[src/rtl/tks_pkg.sv]
`timescale 1ns / 1ps

package tks_pkg;

    localparam int KEY_W           = 32;
    localparam int IDX_W           = 10;
    localparam int LEN_W           = 11;
    localparam int CFG_IDX_W       = 8;
    localparam int CFG_DATA_W      = 16;
    localparam int DEF_TABLE_DEPTH = 1024;

    localparam logic [CFG_IDX_W-1:0] CFG_TABLE_LENGTH = CFG_IDX_W'(0);
    localparam logic [CFG_IDX_W-1:0] CFG_SEARCH_MODE  = CFG_IDX_W'(1);

    localparam logic KIND_WRITE  = 1'b0;
    localparam logic KIND_QUERY  = 1'b1;
    localparam logic MODE_LINEAR = 1'b0;
    localparam logic MODE_BINARY = 1'b1;

    typedef logic signed [KEY_W-1:0] t_key;

    typedef struct packed {
        logic                  valid;
        logic [CFG_IDX_W-1:0]  index;
        logic [CFG_DATA_W-1:0] data;
    } t_cfg_wr;

    typedef struct packed {
        logic             done;
        logic             found;
        logic [IDX_W-1:0] position;
    } t_result;

endpackage

[src/rtl/tks_search.sv]
`timescale 1ns / 1ps

module tks_search
    import tks_pkg::*;
#(
    parameter int TABLE_DEPTH = DEF_TABLE_DEPTH,
    parameter int AW          = $clog2(DEF_TABLE_DEPTH)
) (
    input  logic             i_clk,
    input  logic             i_rst_n,
    input  t_cfg_wr          i_cfg,
    input  logic             i_start,
    input  logic             i_kind,
    input  logic [IDX_W-1:0] i_entry_index,
    input  t_key             i_key_value,
    output logic             o_busy,
    output t_result          o_result,
    output logic             o_wr_en,
    output logic [AW-1:0]    o_wr_addr,
    output t_key             o_wr_data,
    output logic             o_rd_en,
    output logic [AW-1:0]    o_rd_addr,
    input  t_key             i_rd_data
);

    localparam int CW = $clog2(TABLE_DEPTH + 1);
    localparam int WW = (CW > LEN_W) ? CW : LEN_W;
    localparam int SW = WW + 1;

    typedef enum logic [1:0] {
        S_IDLE,
        S_PROBE,
        S_CMPR
    } t_state;

    t_state                r_state,  n_state;
    logic [LEN_W-1:0]      r_table_length, n_table_length;
    logic                  r_search_mode,  n_search_mode;
    logic                  r_mode,   n_mode;
    logic [WW-1:0]         r_len,    n_len;
    t_key                  r_key,    n_key;
    logic signed [SW-1:0]  r_lo,     n_lo;
    logic signed [SW-1:0]  r_hi,     n_hi;
    logic [WW-1:0]         r_idx,    n_idx;
    logic [AW-1:0]         r_addr,   n_addr;
    logic                  r_done,   n_done;
    logic                  r_found,  n_found;
    logic [IDX_W-1:0]      r_pos,    n_pos;

    logic [WW-1:0]         len_ext;
    logic [WW-1:0]         wr_idx_ext;
    logic signed [SW-1:0]  mid_w;
    logic signed [SW-1:0]  addr_s;
    logic [WW-1:0]         addr_ext;
    logic                  window_empty;
    logic                  accept;

    assign accept     = i_start && (r_state == S_IDLE);
    assign len_ext    = WW'(r_table_length);
    assign wr_idx_ext = WW'(i_entry_index);
    assign mid_w      = (r_lo + r_hi) >>> 1;
    assign addr_s     = SW'($unsigned(r_addr));
    assign addr_ext   = WW'(r_addr);

    always_comb begin
        if (r_mode == MODE_BINARY) begin
            window_empty = (r_lo > r_hi);
        end else begin
            window_empty = (r_idx >= r_len);
        end
    end

    assign o_wr_en   = accept && (i_kind == KIND_WRITE) && (wr_idx_ext < WW'(TABLE_DEPTH));
    assign o_wr_addr = wr_idx_ext[AW-1:0];
    assign o_wr_data = i_key_value;
    assign o_rd_en   = (r_state == S_PROBE) && !window_empty;
    assign o_rd_addr = (r_mode == MODE_BINARY) ? mid_w[AW-1:0] : r_idx[AW-1:0];

    always_comb begin
        n_state        = r_state;
        n_table_length = r_table_length;
        n_search_mode  = r_search_mode;
        n_mode         = r_mode;
        n_len          = r_len;
        n_key          = r_key;
        n_lo           = r_lo;
        n_hi           = r_hi;
        n_idx          = r_idx;
        n_addr         = r_addr;
        n_done         = 1'b0;
        n_found        = r_found;
        n_pos          = r_pos;

        if (i_cfg.valid) begin
            case (i_cfg.index)
                CFG_TABLE_LENGTH: n_table_length = i_cfg.data[LEN_W-1:0];
                CFG_SEARCH_MODE:  n_search_mode  = i_cfg.data[0];
                default:          ;
            endcase
        end

        case (r_state)
            S_IDLE: begin
                if (accept && (i_kind == KIND_QUERY)) begin
                    n_state = S_PROBE;
                    n_mode  = r_search_mode;
                    n_key   = i_key_value;
                    n_idx   = '0;
                    n_lo    = '0;
                    if (len_ext > WW'(TABLE_DEPTH)) begin
                        n_len = WW'(TABLE_DEPTH);
                        n_hi  = SW'(TABLE_DEPTH) - SW'(1);
                    end else begin
                        n_len = len_ext;
                        n_hi  = SW'($unsigned(len_ext)) - SW'(1);
                    end
                end
            end
            S_PROBE: begin
                if (window_empty) begin
                    n_state = S_IDLE;
                    n_done  = 1'b1;
                    n_found = 1'b0;
                    n_pos   = '0;
                end else begin
                    n_state = S_CMPR;
                    n_addr  = o_rd_addr;
                end
            end
            S_CMPR: begin
                if (i_rd_data == r_key) begin
                    n_state = S_IDLE;
                    n_done  = 1'b1;
                    n_found = 1'b1;
                    n_pos   = addr_ext[IDX_W-1:0];
                end else begin
                    n_state = S_PROBE;
                    if (r_mode == MODE_LINEAR) begin
                        n_idx = r_idx + WW'(1);
                    end else if (i_rd_data > r_key) begin
                        n_hi = addr_s - SW'(1);
                    end else begin
                        n_lo = addr_s + SW'(1);
                    end
                end
            end
            default: begin
                n_state = S_IDLE;
            end
        endcase
    end

    always_ff @(posedge i_clk) begin
        if (!i_rst_n) begin
            r_state        <= S_IDLE;
            r_table_length <= '0;
            r_search_mode  <= MODE_BINARY;
            r_done         <= 1'b0;
            r_lo           <= '0;
            r_hi           <= '0;
        end else begin
            r_state        <= n_state;
            r_table_length <= n_table_length;
            r_search_mode  <= n_search_mode;
            r_done         <= n_done;
            r_lo           <= n_lo;
            r_hi           <= n_hi;
        end
        r_mode  <= n_mode;
        r_len   <= n_len;
        r_key   <= n_key;
        r_idx   <= n_idx;
        r_addr  <= n_addr;
        r_found <= n_found;
        r_pos   <= n_pos;
    end

    assign o_busy            = (r_state != S_IDLE);
    assign o_result.done     = r_done;
    assign o_result.found    = r_found;
    assign o_result.position = r_pos;

endmodule

[config.mk]
export PLATFORM = sky130hd
export DESIGN_NAME = tks_search
export DESIGN_NICKNAME = d
export VERILOG_FILES = /design/src/rtl/tks_pkg.sv /design/src/rtl/tks_search.sv
export SDC_FILE = /design/constraint.sdc
export NUM_CORES = 1
export LEC_CHECK = 0
export ABC_AREA = 1
export BUFFER_PORTS_ARGS = -buffer_cell sky130_fd_sc_hd__buf_2
export CAP_MARGIN = 20
export CORE_AREA = 2 2 122 148
export DETAILED_ROUTE_END_ITERATION = 7
export DIE_AREA = 0 0 124 150
export PLACE_DENSITY = 0.65
export SLEW_MARGIN = 30
export SYNTH_ARGS = -nofsm -noshare
export SYNTH_HDL_FRONTEND = slang
export SYNTH_SLANG_ARGS = --single-unit
[constraint.sdc]
create_clock -name i_clk -period 4.2 [get_ports i_clk]
set_input_delay 0 -clock i_clk [delete_from_list [all_inputs] [get_ports i_clk]]
set_output_delay 0 -clock i_clk [all_outputs]
set_load 0.02 [all_outputs]
### Yosys cells after proc, flatten, opt, wreduce, memory -nomap -nowiden

Cells that the tools add are included.

* equality and inequality tests: 12
* bitwise operators: 2
* mux-type cells: 30
* reductions and logical operators: 19
* add/subtract/negate cells: 5
* order comparisons: 5

Operator list (number)
* 12-bit 2-to-1 mux: 9
* 12-bit one-hot mux with 2 select lines: 2
* 11-bit 2-to-1 mux: 3
* 32-bit equality test: 1
* 32-bit greater-than comparator: 1
* 10-bit 2-to-1 mux: 3
* 11-bit one-hot mux with 2 select lines: 1
* 10-bit one-hot mux with 2 select lines: 1
* 2-bit inequality test (second input constant): 7
* 12-bit greater-than comparator: 1
* 11-bit by 1-bit subtractor with 12-bit output (second input constant): 1
* 10-bit by 1-bit adder with 11-bit output (second input constant): 1
* 11-bit by 1-bit adder with 11-bit output (second input constant): 1
* 11-bit adder: 1
* 11-bit >= comparator: 1
* 11-bit greater-than comparator (second input constant): 1
* 10-bit by 11-bit less-than comparator with 1-bit output (second input constant): 1
* 10-bit by 1-bit subtractor with 11-bit output (second input constant): 1
* 5-bit AND reduction: 2
* 8-bit by 1-bit equality test with 1-bit output (second input constant): 1
* 8-bit logical NOT: 1
* 2-bit AND reduction: 4
* 1-bit 2-to-1 mux: 6
* 2-bit one-hot mux with 3 select lines: 1
* 12 further kinds: 21

* output and inout port bits: 67
* register bits after elaboration: 115
* word-level logic and storage cells: 86

### Depth between registers and ports, before layout

Gate-level depths: netlist of the first run.

* depth in word-level cells: 5
* gate-level depth with buffers: 20
* gate-level depth less buffers: 20

### Least setup slack after synthesis of the first run

No wires, ideal clock.

* kind: register to register
* start: register r_state[0]
* end: register r_hi[0]
* path buffers: 1
* library setup time: 0.114 ns
* slack: 0.423 ns
* cell stages (with the launch flop): 13
* clock period less this slack: 3.777 ns
* required time: 4.086 ns
* arrival time: 3.663 ns
* cells stage by stage: dfxtp_1 -> inv_1 -> ha_1 -> nand2_1 -> nor2_1 -> nor2_1 -> a21oi_1 -> o211ai_2 -> inv_2 -> nand2_4 -> buf_12 -> o21ai_2 -> nor2_2

* word-level cells in the longest chain between the ends: 5
* elaborated cells between the ends (all ways): 11
* those cells by class: eq/ne: 5; mux: 1; reduce/logical: 5

RTL lines
* from (decl): RTL line tks_search.sv:36 `t_state r_state, n_state;`
* from (signal assigned): RTL line tks_search.sv:162 `r_state <= n_state;`
* 2-bit logical NOT: RTL line tks_search.sv:58, tks_search.sv:102
* 1-bit logical AND: RTL line tks_search.sv:58 `assign accept = i_start && (r_state == S_IDLE);`
* 1-bit logical AND: RTL line tks_search.sv:104 `if (accept && (i_kind == KIND_QUERY)) begin`
* 2-bit by 1-bit inequality test with 1-bit output (no source line)
* 5-bit AND reduction (no source line)
* to (signal assigned): RTL line tks_search.sv:167 `r_hi <= n_hi;`
* to (decl): RTL line tks_search.sv:43 `logic signed [SW-1:0] r_hi, n_hi;`

Parallel ways exist; a longest one is shown, timed or not.
A chain may end at the register's enable or synchronous reset.

### Worst setup path in the final report of the first run

* start: register r_idx[8]
* end: output o_rd_en

* word-level cells in the longest chain between the ends: 4

RTL lines
* from (decl): RTL line tks_search.sv:44 `logic [WW-1:0] r_idx, n_idx;`
* from (signal assigned): RTL line tks_search.sv:172 `r_idx <= n_idx;`
* 11-bit >= comparator: RTL line tks_search.sv:69 `window_empty = (r_idx >= r_len);`
* 1-bit 2-to-1 mux: RTL line tks_search.sv:66 `if (r_mode == MODE_BINARY) begin`
* 1-bit logical NOT: RTL line tks_search.sv:76 `assign o_rd_en = (r_state == S_PROBE) && !window_empty;`
* 1-bit logical AND: RTL line tks_search.sv:76
* to (decl): RTL line tks_search.sv:21 `output logic o_rd_en,`

No other way between the ends.

==> metrics.md, run 1 <==
| Metric | Value |
|---|---|
| Pins over their slew limit | `0` |
| TritonCTS Sinks | `114` |
| Post-detail-place hpwl | `approximately 13 mm` |
| Die Ht | `150 um` |
| Largest net degree at the start of global routing | `45` |
| Die area | `18600 um2` |
| Switching Fraction | `between 40% and 50%` |
| Worst Setup Start Kind | `register` |
| Synth top area share | `a little under a third` |
| Count leader, synth | `inv_1` |
| Core Box Area | `17200 um2` |
| Hold path startpoint | `i_entry_index[0]` |
| Worst Path Max Fanout | `12` |
| Layout Skew | `0.0121 ns` |
| Yosys reg bits | `114` |
| Global-route wire length before repair | `27.1 mm` |
| Share of the yosys chip area belonging to registers | `41.8%` |
| Max_cap viols | `0` |
| Initial Utilization | `between 40% and 50%` |
| Async SR Flop Fraction | `0%` |
| Die X | `124 um` |
| CP Class | `reg -> out` |
| Port buffer count | `144` |
| Internal power | `between 3 and 4 mW` |
| Synth-to-layout area growth | `22.2%` |
| Max frequency | `379 MHz` |
| Reg2reg start | `r_hi[9]` |
| Hold crit path type | `in -> out` |
| Initial antenna violation count | `0` |
| Gate power share | `41.0%` |
| Top post-synthesis cells by area | `edfxtp_1 (31%), ha_1 (13%), dfxtp_1 (10%), inv_1 (7.2%), nand2_1 (7.1%)` |
| Slew @ Worst Pin | `around 0.64 ns` |
| Nets@finish | `1190` |
| Drt wl/cell | `14.1 um` |
| Switch Pwr | `2.25 mW` |
| Num ports | `between 150 and 200` |
| CTS tree | `done` |
| Clock group share of total power | `26.4%` |
| Gate count of the mapped netlist | `866` |
| GRT Total Usage | `19.4%` |
| Worst Hold Path EP | `o_wr_addr[0]` |
| Post-layout util | `51.6%` |
| Reg2reg setup slack | `1.60 ns` |
| Slew margin rel. | `around 57%` |
| Setup bufs post-CTS | `0` |
| CP Capture Type | `primary output` |
| Syn_nets | `1043` |
| Post-DRT Antenna Nets | `0` |
| Mapped Area | `between 7000 and 8000 um2` |
| Via-per-instance ratio | `between 4 and 5` |
| Root Buffer | `clkbuf_16` |
| Post-synth cell types | `46` |
| CP required | `4.20 ns` |
| Fillers | `1626` |
| WL final | `17.5 mm` |
| Total global routing overflow | `0` |
| RSZ-0062 raised after global routing | `no` |
| Top_reg_cell synth | `edfxtp_1` |
| Largest area contributor in the netlist | `edfxtp_1` |
| Fraction of layout cells with a size suffix above 1 | `20.5%` |
| WHS Path Cells | `0` |
| Flop pwr share | `32.6%` |
| Worst slack at placement | `around 1.6 ns` |
| Rows | `53` |
| # setup viols final | `0` |
| Final-report hold violation count | `0` |
| Final Wtd Congestion | `0.927` |
| Vias | `approximately 6100` |
| Final min period | `2.64 ns` |
| Final WS setup | `1.56 ns` |
| Worst R2R Path Depth | `11` |
| Vias in the first global route | `5784` |
| Commonest cells post-synth | `inv_1 (139), nand2_1 (137), nor2_1 (85)` |
| Worst hold margin | `just under 0.00003 ns` |
| Worst Path Arrival | `2.64 ns` |
| Fin crit share | `62.8%` |
| # placed instances | `1170` |
| Critical R2R Capture | `r_pos[3]` |
| Register clock-pin slew on the reported worst setup and hold paths | `0.05 ns` |
| H-tree Lvls | `4` |
| CTS Hold Bufs | `44` |
| Initial DRC count | `~330` |
| Outcome | `finished, final reports clean` |
| ANT cells | `0` |
| Syn Area/Cell | `8.41 um2` |
| CTS Buf Count | `17` |
| DRC errors left | `0` |
| Post-Layout Cell Count | `1246` |
| Yosys warns | `0` |
| Later-pin clock latency in the skew report | `0.42 ns` |
| Post-CTS sizing | `0` |
| Worst vdd ir | `0.401 mV` |
| Buffer depth of the longest clock path | `2` |
| Post-synth EDFFs | `76` |
| Router iterations before antenna repair | `4` |
| Leakage | `4.28 nW` |
| Pwr dens | `between 600 and 700 nW/um2` |
| Fin Setup TNS | `0 ns` |
flip-flops by register name (all words and copies together) (netlist names):
| name | flops |
|---|---|
| r_search_mode | 1 |
| r_done | 1 |
| r_state | 2 |
| r_idx | 11 |
| r_pos | 10 |
| r_key | 32 |
| r_len | 11 |
| r_addr | 10 |
| r_lo | 11 |
| r_hi | 12 |
| r_mode | 1 |
| len_ext | 11 |
| r_found | 1 |
logic make-up after synthesis:
logic type / count (synthesis) / share of synthesized area (%)
compound gates: 143 / 11.1
xor+xnor: 13 / 1.56
fa+ha+maj: 74 / 12.8
buf+inv: 206 / 13.5
flops: 114 / 41.8
simple gates: 316 / 19.2
final cells by class:
type | instances | area (um2) | share of cell area (%)
multi-input combinational | 546 | 3260 | 36.7
sequential | 114 | 3040 | 34.2
timing repair buffer | 191 | 1180 | 13.3
inverter | 143 | 537 | 6.03
clock buffer | 17 | 425 | 4.78
tap | 220 | 275 | 3.09
clock inverter | 15 | 171 | 1.93
power by group through the flow:
stage	combinational (mW)	sequential [mW]	clock, mW
final	2.29	1.81	1.47
after global routing	2.58	1.86	1.55
after CTS	2.30	1.81	1.50
after detailed placement	2.26	1.84	0
after global placement	2.23	1.83	0
after floorplan	1.66	1.81	0
stage by stage:
stage          instance area, um2  power, mW
6_report                     8900       5.57
5_1_grt                      8900       5.99
4_1_cts                      8900       5.62
3_5_place_dp                 7860       4.09
3_3_place_gp                 7860       4.06
2_1_floorplan                7280       3.48
metal layers:
layer | vias up | wire, um | global-route usage, %
li1 | 3103 | - | -
met1 | 2703 | 7160 | 21.4
met2 | 213 | 8480 | 34.6
met3 | 34 | 1420 | 4.99
met4 | 0 | 492 | 8.65
met5 | - | 0 | 0
how the worst max path moves through the flow:
stage	from	to	slack, ns
2_1_floorplan	r_state[0]	r_hi[0]	0.42
3_3_place_gp	r_hi[9]	r_pos[9]	1.64
3_5_place_dp	r_hi[9]	r_pos[8]	1.59
4_1_cts	r_idx[8]	o_rd_en	1.52
5_1_grt	r_idx[8]	o_rd_en	1.24
6_report	r_idx[8]	o_rd_en	1.56
worst max-delay path: stages, from the launching register on:
cell and delay [ns]:
edfxtp_1 0.49, ha_1 0.35, a21oi_1 0.14, nor2_1 0.05, a211oi_1 0.18, nand3_1 0.09, o21ai_0 0.22, nand2_1 0.14
nor2_1 0.13, buf_4 0.23, buf_2 0.19
cells in the final DEF, fill, tap and decap left out, types with 13 or more instances in the layout:
cell type / count
dfxtp_1: 38
o21ai_0: 50
dlygate4sd3_1: 44
clkbuf_16: 17
edfxtp_1: 76
inv_1: 139
xor2_1: 13
ha_1: 73
nand3_1: 47
nor3_1: 15
nor2_1: 84
nand2_1: 137
a21oi_1: 62
buf_2: 144
Power figures use the tool's default switching activity.
==> run 2: changes to the inputs <==
--- a/config.mk
+++ b/config.mk
@@ -5,13 +5,13 @@
 export SDC_FILE = /design/constraint.sdc
 export NUM_CORES = 1
 export LEC_CHECK = 0
-export ABC_AREA = 1
+export ABC_AREA = 0
 export BUFFER_PORTS_ARGS = -buffer_cell sky130_fd_sc_hd__buf_2
 export CAP_MARGIN = 20
-export CORE_AREA = 2 2 122 148
+export CORE_AREA = 2 2 121 147
 export DETAILED_ROUTE_END_ITERATION = 7
-export DIE_AREA = 0 0 124 150
-export PLACE_DENSITY = 0.65
+export DIE_AREA = 0 0 123 149
+export PLACE_DENSITY = 0.68
 export SLEW_MARGIN = 30
 export SYNTH_ARGS = -nofsm -noshare
 export SYNTH_HDL_FRONTEND = slang
==> constraint.sdc (replaced) <==
create_clock -name i_clk -period 2.4 [get_ports i_clk]
set_input_delay 0 -clock i_clk [delete_from_list [all_inputs] [get_ports i_clk]]
set_output_delay 0 -clock i_clk [all_outputs]
set_load 0.02 [all_outputs]
==> run 2 against run 1 <==
Against the previous run: the flow now finishes with violations (setup timing); non-clock buffer count up 77; critical path depth unchanged; synthesized cell count down 15%; clock skew down 0.0019 ns; clock-buffer cell count unchanged; clock power up 66%; combinational power down 46%; utilization up 6.3 points; power up 6.5%; via count about the same; die area down 1.5%; largest cell class unchanged.
==> metrics.md, run 2 <==
| Metric | Value |
|---|---|
| Outcome | `finished, violations left` |
| Failing checks | `setup timing` |
| Yosys reg bits | `114` |
| Leakage | `4.39 nW` |
| Rows | `53` |
| Number of flip-flops in the largest register | `32` |
| TritonCTS Sinks | `~110` |
| Syn_nets | `slightly above 900` |
| ANT cells | `0` |
| Die area | `18300 um2` |
| Syn Area/Cell | `9.68 um2` |
| Final-report hold violation count | `0` |
| Post-synthesis mux area share | `5.05%` |
| Worst hold margin | `0.00000881 ns` |
| Synth Area in XOR/XNOR | `under 10%` |
| Top post-synthesis cells by area | `edfxtp_1 (32%), ha_1 (13%), dfxtp_1 (11%), mux2i_1 (5.1%), buf_4 (4.7%)` |
| Largest net degree at the start of global routing | `45` |
| Vias | `approximately 6000` |
| Pins over their slew limit | `0` |
| Later-pin clock latency in the skew report | `roughly 0.43 ns` |
| Register clock-pin slew on the reported worst setup and hold paths | `0.06 ns` |
| Total global routing overflow | `0` |
| DRC errors left | `0` |
| Most flops, register | `r_key` |
| Cell area after layout | `9900 um2` |
| Yosys warns | `0` |
| Hold crit path type | `in -> out` |
| Count leader, synth | `inv_1` |
| Post-synth EDFFs | `76` |
| Global-route wire length before repair | `approximately 29 mm` |
| Fraction of layout cells with a size suffix above 1 | `around a third` |
| # setup viols final | `48` |
| Max frequency | `375 MHz` |
| Core Box Area | `17100 um2` |
| Worst Path Arrival | `~2.7 ns` |
| Die Ht | `149 um` |
| Pwr dens | `600 nW/um2` |
| Initial DRC count | `383` |
| Worst Setup Start Kind | `register` |
| Drt wl/cell | `15.9 um` |
| Largest family of logic cells by synthesized area | `simple AND/OR/NAND/NOR gates` |
| Adder-cell area share of the yosys netlist | `13.1%` |
| Commonest cells post-synth | `inv_1 (77), edfxtp_1 (76), nand2_1 (74)` |
| Root Buffer | `clkbuf_16` |
| Final WS setup | `-0.266 ns` |
| Worst slack at placement | `-0.123 ns` |
| Share of the yosys chip area belonging to registers | `around 43%` |
| Die X | `123 um` |
| Nets@finish | `1131` |
| Buffer depth of the longest clock path | `2` |
| Commonest non-fill, non-tap cell in the layout | `buf_2` |
| Slew @ Worst Pin | `approximately 0.57 ns` |
| CTS tree | `done` |
| Synth top area share | `32.0%` |
| Via-per-instance ratio | `5.10` |
| H-tree Lvls | `4` |
| Top_reg_cell synth | `edfxtp_1` |
| Worst vdd ir | `0.531 mV` |
| Gate count of the mapped netlist | `737` |
| Dpl cell area | `8250 um2` |
| CP Capture Type | `primary output` |
| CP Class | `reg -> out` |
| M1 WL | `about 7.6 mm` |
| Max_cap viols | `0` |
| Final Wtd Congestion | `between 0.9 and 1` |
| Largest area contributor in the netlist | `edfxtp_1` |
| Post-synth cell types | `53` |
| Wire length on met2 | `9.61 mm` |
| Most frequent cells in the layout | `buf_2 (137), edfxtp_1 (76), nand2_1 (73), inv_1 (69), buf_4 (67)` |
| WL final | `18.9 mm` |
| Initial antenna violation count | `0` |
| Post-DRT Antenna Nets | `0` |
| Initial Utilization | `41.7%` |
| Compound-Gate Fraction of Synth Area | `9.25%` |
| CP required | `2.40 ns` |
| Mapped Area | `7130 um2` |
| Post-synthesis simple-gate area fraction | `15.7%` |
| Vias in the first global route | `5979` |
| Layout Skew | `a little over 0.01 ns` |
| Post-detail-place hpwl | `13.1 mm` |
| Largest regs | `r_key (32), r_hi (12)` |
| GRT Total Usage | `about a fifth` |
| Final min period | `~2.7 ns` |
| Worst Path Max Fanout | `3` |
| Num ports | `170` |
| CTS Buf Count | `17` |
| Async SR Flop Fraction | `0%` |
| Slew margin rel. | `62.3%` |
| Router iterations before antenna repair | `5` |
| RSZ-0062 raised after global routing | `yes` |
| Top Metal Used | `met4` |
| Synth-to-layout area growth | `38.8%` |
| Metal3 WL | `1.21 mm` |
| Port buffer count | `144` |
| Fin crit share | `111%` |
## run 2: cell types whose count changed after synthesis, sizes merged, moves of 7 or more
cell,before,now
clkbuf,9,20
nand2,145,74
inv,143,77
a21oi,72,40
nor2,88,45
or3,0,11
and2,1,13
mux2i,0,36
nor2b,0,22
nand3,48,22
xnor2,0,20
nand2b,0,7
o21ai,52,20
## run 2: layout make-up
class,instances,area (um2)
Clock inverter,15,149
Inverter,77,289
Timing Repair Buffer,268,1940
Multi-Input combinational cell,476,3770
Tap cell,220,275
Clock buffer,17,425
Sequential cell,114,3050
Fill cell,1399,7210
## run 2: critical path, stage by stage, from the launching register on
cell       delay [ns]
dfxtp_2          0.32
buf_6            0.12
ha_4             0.21
nand2b_4         0.14
a21oi_4          0.13
o21bai_1         0.09
a211o_1          0.36
a2111oi_4        0.36
o31ai_2          0.13
a31oi_4          0.22
buf_6            0.15
## run 2: power breakdown
part	switching (mW)	total, mW	internal, mW
logic	0.635	1.23	0.592
clock network	0.996	2.44	1.45
registers	0.0570	2.27	2.21
total	1.69	5.94	4.25
## run 2: worst paths after layout
| path | endpoint | cells past startpoint | start | slack, ns |
|---|---|---|---|---|
| setup / recovery | o_rd_addr[8] | 10 | r_lo[1] | -0.27 |
| hold / removal | o_wr_addr[6] | 0 | i_entry_index[6] | 0.000009 |
| setup reg to reg | r_hi[9] | 10 | r_key[5] | -0.20 |
| hold reg to reg | r_mode | 0 | r_search_mode | 0.46 |
## run 2: routing by layer
| metal | vias up | global-route usage, % |
|---|---|---|
| met5 | - | 0 |
| met4 | 0 | 8.47 |
| met3 | 40 | 4.59 |
| met2 | 229 | 36.3 |
| met1 | 2833 | 24.3 |
| li1 | 2946 | - |
## run 2: what timing repair did
action / in CTS / in global routing
endpoints found under the setup margin: 67 / 67
buffers inserted: 10 / 11
hold endpoints to repair: 44 / 0
resized for setup: 45 / 49
pin swaps: 25 / 32
hold buffers: 45 / 0
cloned: 1 / 3
## run 2: cells by family (layout without fill, tap and decap cells)
logic type	Yosys count	count (layout)
xor+xnor	33	33
simple gates	229	229
buf+inv	147	377
fa+ha+maj	74	74
mux	36	36
flops	114	114
compound gates	104	104
## run 2: metrics by stage
stage	util [%]	TNS, ns	std cells	total power, mW
5_1_grt	57.9	-10.49	1187	6.17
3_3_place_gp	48.2	-2.93	1089	3.26
4_1_cts	55.9	-5.54	1177	5.85
6_report	57.9	-5.69	1187	5.94
2_1_floorplan	-	-0.800	737	2.93
3_5_place_dp	48.2	-6.03	1089	3.28
